### config.mk
export PLATFORM = sky130hd
export DESIGN_NAME = hpiir3_front
export DESIGN_NICKNAME = d
export VERILOG_FILES = /design/src/rtl/hpiir3_pkg.sv /design/src/rtl/hpiir3_front.sv
export SDC_FILE = /design/constraint.sdc
export NUM_CORES = 1
export LEC_CHECK = 0
export BUFFER_PORTS_ARGS = -buffer_cell sky130_fd_sc_hd__buf_2
export CAP_MARGIN = 20
export CORE_MARGIN = 2
export CORE_UTILIZATION = 48
export CTS_BUF_LIST = sky130_fd_sc_hd__clkbuf_8
export DETAILED_ROUTE_END_ITERATION = 6
export GPL_TIMING_DRIVEN = 0
export PLACE_DENSITY = 0.75
export SLEW_MARGIN = 0
export SYNTH_ARGS = -nofsm -noshare
export SYNTH_HDL_FRONTEND = slang
export SYNTH_SLANG_ARGS = --single-unit
### constraint.sdc
create_clock -name clock -period 2.5 [get_ports clock]
set_clock_uncertainty 0.1 [all_clocks]
set_input_delay 0.125 -clock clock [delete_from_list [all_inputs] [get_ports clock]]
set_output_delay 0.125 -clock clock [all_outputs]
set_load 0.03 [all_outputs]
### src/rtl/hpiir3_pkg.sv
// hpiir3_pkg: shared constants and types for the third-order high-pass iir block
// no dependencies; imported by the interfaces and by the top, front and back modules of the block
`default_nettype none

package hpiir3_pkg;

   localparam int COEF_BITS      = 32;
   localparam int COEF_FRAC      = 28;
   localparam int OUT_FRAC       = 8;
   localparam int CHAN_BITS      = 3;
   localparam int CSR_INDEX_BITS = 3;

   // register indexes of the csr port
   typedef enum logic [CSR_INDEX_BITS-1:0] {
      REG_B0 = 3'd0,
      REG_B2 = 3'd1,
      REG_A1 = 3'd2,
      REG_A2 = 3'd3,
      REG_A3 = 3'd4
   } csr_reg_type;

   typedef logic signed [COEF_BITS-1:0] coef_type;

   typedef struct packed {
      coef_type b0;
      coef_type b2;
      coef_type a1;
      coef_type a2;
      coef_type a3;
   } coef_set_type;

   // q3.28 reset values
   localparam coef_type B0_RESET = 32'sh1000_0000;
   localparam coef_type B2_RESET = 32'sh3000_0000;
   localparam coef_type A_RESET  = 32'sh0000_0000;

endpackage

`default_nettype wire

### src/rtl/hpiir3_front.sv
// hpiir3_front: accepts request transactions, maps the channel to a state row,
// and holds them in a two-entry queue for the back end; depends on hpiir3_pkg
`default_nettype none

module hpiir3_front import hpiir3_pkg::*; #(
   parameter int CHANNELS    = 8,
   parameter int SAMPLE_BITS = 24,
   parameter int ADDR_BITS   = (CHANNELS > 1) ? $clog2(CHANNELS) : 1
) (
   input  logic                          clock,
   input  logic                          reset,
   input  logic                          req_valid,
   output logic                          req_ready,
   input  logic [CHAN_BITS-1:0]          req_chan,
   input  logic signed [SAMPLE_BITS-1:0] req_sample,
   output logic                          q_valid,
   input  logic                          q_pop,
   output logic [CHAN_BITS-1:0]          q_chan,
   output logic [ADDR_BITS-1:0]          q_addr,
   output logic signed [SAMPLE_BITS-1:0] q_sample
);

   localparam logic [6:0] CH7 = 7'(CHANNELS);

   // channel field modulo CHANNELS by repeated subtraction
   function automatic logic [ADDR_BITS-1:0] chan_to_addr(input logic [CHAN_BITS-1:0] c);
      logic [6:0] v;
      v = 7'(c);
      for (int i = 0; i < (1 << CHAN_BITS); i++) begin
         if (v >= CH7) begin
            v = v - CH7;
         end
      end
      return v[ADDR_BITS-1:0];
   endfunction

   logic [CHAN_BITS-1:0]          chan_ff   [2];
   logic [ADDR_BITS-1:0]          addr_ff   [2];
   logic signed [SAMPLE_BITS-1:0] sample_ff [2];
   logic                          wr_ptr_ff, wr_ptr_in;
   logic                          rd_ptr_ff, rd_ptr_in;
   logic [1:0]                    count_ff, count_in;
   logic                          push;

   assign req_ready = (count_ff != 2'd2);
   assign push      = req_valid && req_ready;
   assign q_valid   = (count_ff != 2'd0);
   assign q_chan    = chan_ff[rd_ptr_ff];
   assign q_addr    = addr_ff[rd_ptr_ff];
   assign q_sample  = sample_ff[rd_ptr_ff];

   always_comb begin
      wr_ptr_in = push  ? ~wr_ptr_ff : wr_ptr_ff;
      rd_ptr_in = q_pop ? ~rd_ptr_ff : rd_ptr_ff;
      count_in  = count_ff + 2'(push) - 2'(q_pop);
   end

   always_ff @(posedge clock) begin
      if (reset) begin
         wr_ptr_ff <= 1'b0;
         rd_ptr_ff <= 1'b0;
         count_ff  <= 2'd0;
      end else begin
         wr_ptr_ff <= wr_ptr_in;
         rd_ptr_ff <= rd_ptr_in;
         count_ff  <= count_in;
      end
   end

   always_ff @(posedge clock) begin
      if (push) begin
         chan_ff[wr_ptr_ff]   <= req_chan;
         addr_ff[wr_ptr_ff]   <= chan_to_addr(req_chan);
         sample_ff[wr_ptr_ff] <= req_sample;
      end
   end

endmodule

`default_nettype wire

==> out/results.ini <==
[sta]
fmax_mhz = 526.4
finalHoldViolCount = 0
grt_setup_unrepaired = false
worst_slack_ns = 0.6001
setup_violations = 0
post-route-period-util_pct = 75.99
slew_headroom_pct = 59.31
period_needed_ns = 1.900
worst_slew_pin_slew_ns = 0.6104
finalSetupTns_ns = 0
drv_slew = 0

[synthesis]
synth.largest_area_cell = edfxtp_1
synth_edf_count = 54
ys.flop_type = edfxtp_1
ys_ff_latch = 59
synth.area.top_cells = edfxtp_1 73%, mux2_2 9.6%, dfxtp_1 4.5%
synth_top_area_share_pct = 73.10
synth_most_common_cell = edfxtp_1
synth_nets = 148
syn_area_per_cell_um2 = 19.12
async_flop_share_pct = 0
ys_top_cells_by_count = 54 x edfxtp_1, 19 x mux2_2, 8 x mux2_1, 5 x dfxtp_1, 4 x inv_1
yosys_warnings = 0
ys_seq_area_share_pct = 77.61
syn-instance-count = 116
netlist_area_um2 = 2218
synth_cell_type_count = 23

[drt]
drc = 0
drt_iter0_markers = 109
wire_per_inst_um = 15.56
vias_per_cell = 4.920
routed_wl_mm = 4.280
vias = 1353
detail-route-antenna-nets = 0
firstDrtPassIters = 4

[power]
power.switching_uw = 666.6
power_frac_comb_pct = 20.2
p_per_area_nw_per_um2 = 800.0
internal-power_mw = 1.816
swShare_pct = 26.85
total_power_mw = 2.482
seq_power_share_pct = 48.5
vdd_drop_max_mv = 0.4566
leakagePower_nw = 1.230
clockPowerShare_pct = 31.4

[final_layout]
n_antenna_cell = 0
multi_input_area_um2 = 444.2
final_cells = 275
seq_area_um2 = 1722
final_area_um2 = 3103
layout.nets = 251
area_growth_pct = 39.88
n_fill_cell = 312
drive_gt1_share_pct = 45.29

[placement]
dpl-instance-area_um2 = 2621
io_buffers = 62
hpwl_mm = 2.699
post-place-cells = 231
dpl_worst_slack_ns = 0.4697
gp_congestion = 0.6725

[clock_network]
post_cts_resized = 0
cts.sinks = 59
post_cts_buffers = 0
htree_levels = 3
clock-root-buffer = clkbuf_8
cts_buffers = 9
clock_path_buffers = 2
cts_tree = built
clock_latency_ns = 0.32
clk_pin_slew_worst_paths_ns = 0.06

[hold_path]
hold_depth = 3
hp-start = req_valid
min_path_type = in -> reg

[floorplanning]
die_y_um = 71.98
die_x_um = 71.98
top_level_ports = 63
dieArea_um2 = 5181
core-area_um2 = 4414
initial_core_util_pct = 50.26
fp-row-count = 24

[setup_path]
criticalPathCategory = reg -> out
required_ns = 2.28
critPathCaptureType = output port
crit_arrival_ns = 1.67
reg2reg_from = count_ff[0]$_SDFF_PP0_
start_kind = flip-flop
worstRegToRegCells = 7
cp_max_fo = 10

[global_routing]
grt_max_degree = 28
antenna_found_initial = 0
grt_overflow_total = 0
grt_use_total_pct = 17.99
grt_pass1_vias = 1446
grt_pass1_wl_mm = 6.658

[job]
drv_cap = 0

[outcome]
outcome = finished clean

worst max-delay path, stage by stage, from the launching register on:
cell     delay [ns]
dfxtp_1        0.30
buf_2          0.21
buf_2          0.29
mux2_2         0.37
buf_2          0.18
power groups by stage:
| stage | clock network [mW] | logic [mW] | registers [mW] |
|---|---|---|---|
| CTS | 0.797 | 0.489 | 1.21 |
| global route | 0.838 | 0.535 | 1.21 |
| detailed placement | 0 | 0.453 | 1.23 |
| global placement | 0 | 0.428 | 1.22 |
| finish | 0.779 | 0.501 | 1.20 |
| floorplan | 0 | 0.313 | 1.22 |
per-stage QoR:
| step | hold WS (ns) | util [%] |
|---|---|---|
| finish | 0.05737 | 70.29 |
| global route | 0.06387 | 70.29 |
| CTS | 0.03763 | 69.67 |
| detailed placement | 0.2183 | 59.38 |
| global placement | 0.2126 | 58.76 |
| floorplan | 0.09407 | - |
placed cells by master, fill, tap and decap left out, types with 2 or more instances in the layout:
cell type / count
buf_16: 2
buf_2: 65
buf_4: 3
clkbuf_8: 9
clkinv_1: 2
dfxtp_1: 5
dlygate4sd3_1: 28
edfxtp_1: 54
inv_1: 6
mux2_1: 8
mux2_2: 19
nand4_1: 2
nor2_1: 3
xnor2_1: 2
final cells by class:
class / instances / share of cell area, %
plain buffers: 6 / 1.210
clock buffers: 9 / 3.992
clock inverters: 6 / 1.613
inverters: 4 / 0.4839
multi-input cells: 47 / 14.31
flip-flops and latches: 59 / 55.48
well taps: 52 / 2.097
repair buffers: 92 / 20.81
what timing repair did:
item / CTS / global route
hold buffers: 28 / 0
endpoints found under the setup margin: 0 / 0
hold endpoints to repair: 58 / 0
cells by family (layout without fill, tap and decap cells):
kind of cell             count (synthesis)  after routing  synth area share [%]
AO/OA/AOI/OAI                            4              4                 1.410
XOR/XNOR                                 2              2                0.7898
adder cells (fa/ha/maj)                  1              1                0.5639
buffers and inverters                   10            117                 2.368
flip-flops                              59             59                 77.61
multiplexers                            27             27                 13.71
AND/OR/NAND/NOR                         13             13                 3.554
per-layer routing:
metal	global-route usage (%)	vias up	wire, um
met5	0	-	0
met3	6.111	5	247
met4	7.547	0	65
met2	32.61	44	2323
li1	-	650	-
met1	19.04	654	1644
flip-flops by register name (all words and copies together), names as in the netlist, named ones only:
| signal | cells |
|---|---|
| sample_ff | 48 |
| addr_ff | 6 |
| count_ff | 2 |
| rd_ptr_ff | 1 |
| wr_ptr_ff | 1 |
path summary, 6_finish.rpt:
check                           endpoint  slack [ns]
setup / recovery             q_sample[6]        0.60
hold / removal    wr_ptr_ff$_SDFFE_PP0P_        0.06
setup reg to reg  count_ff[1]$_SDFF_PP0_        0.69
hold reg to reg                flip-flop        0.43
(Power assumes the default switching activity.)
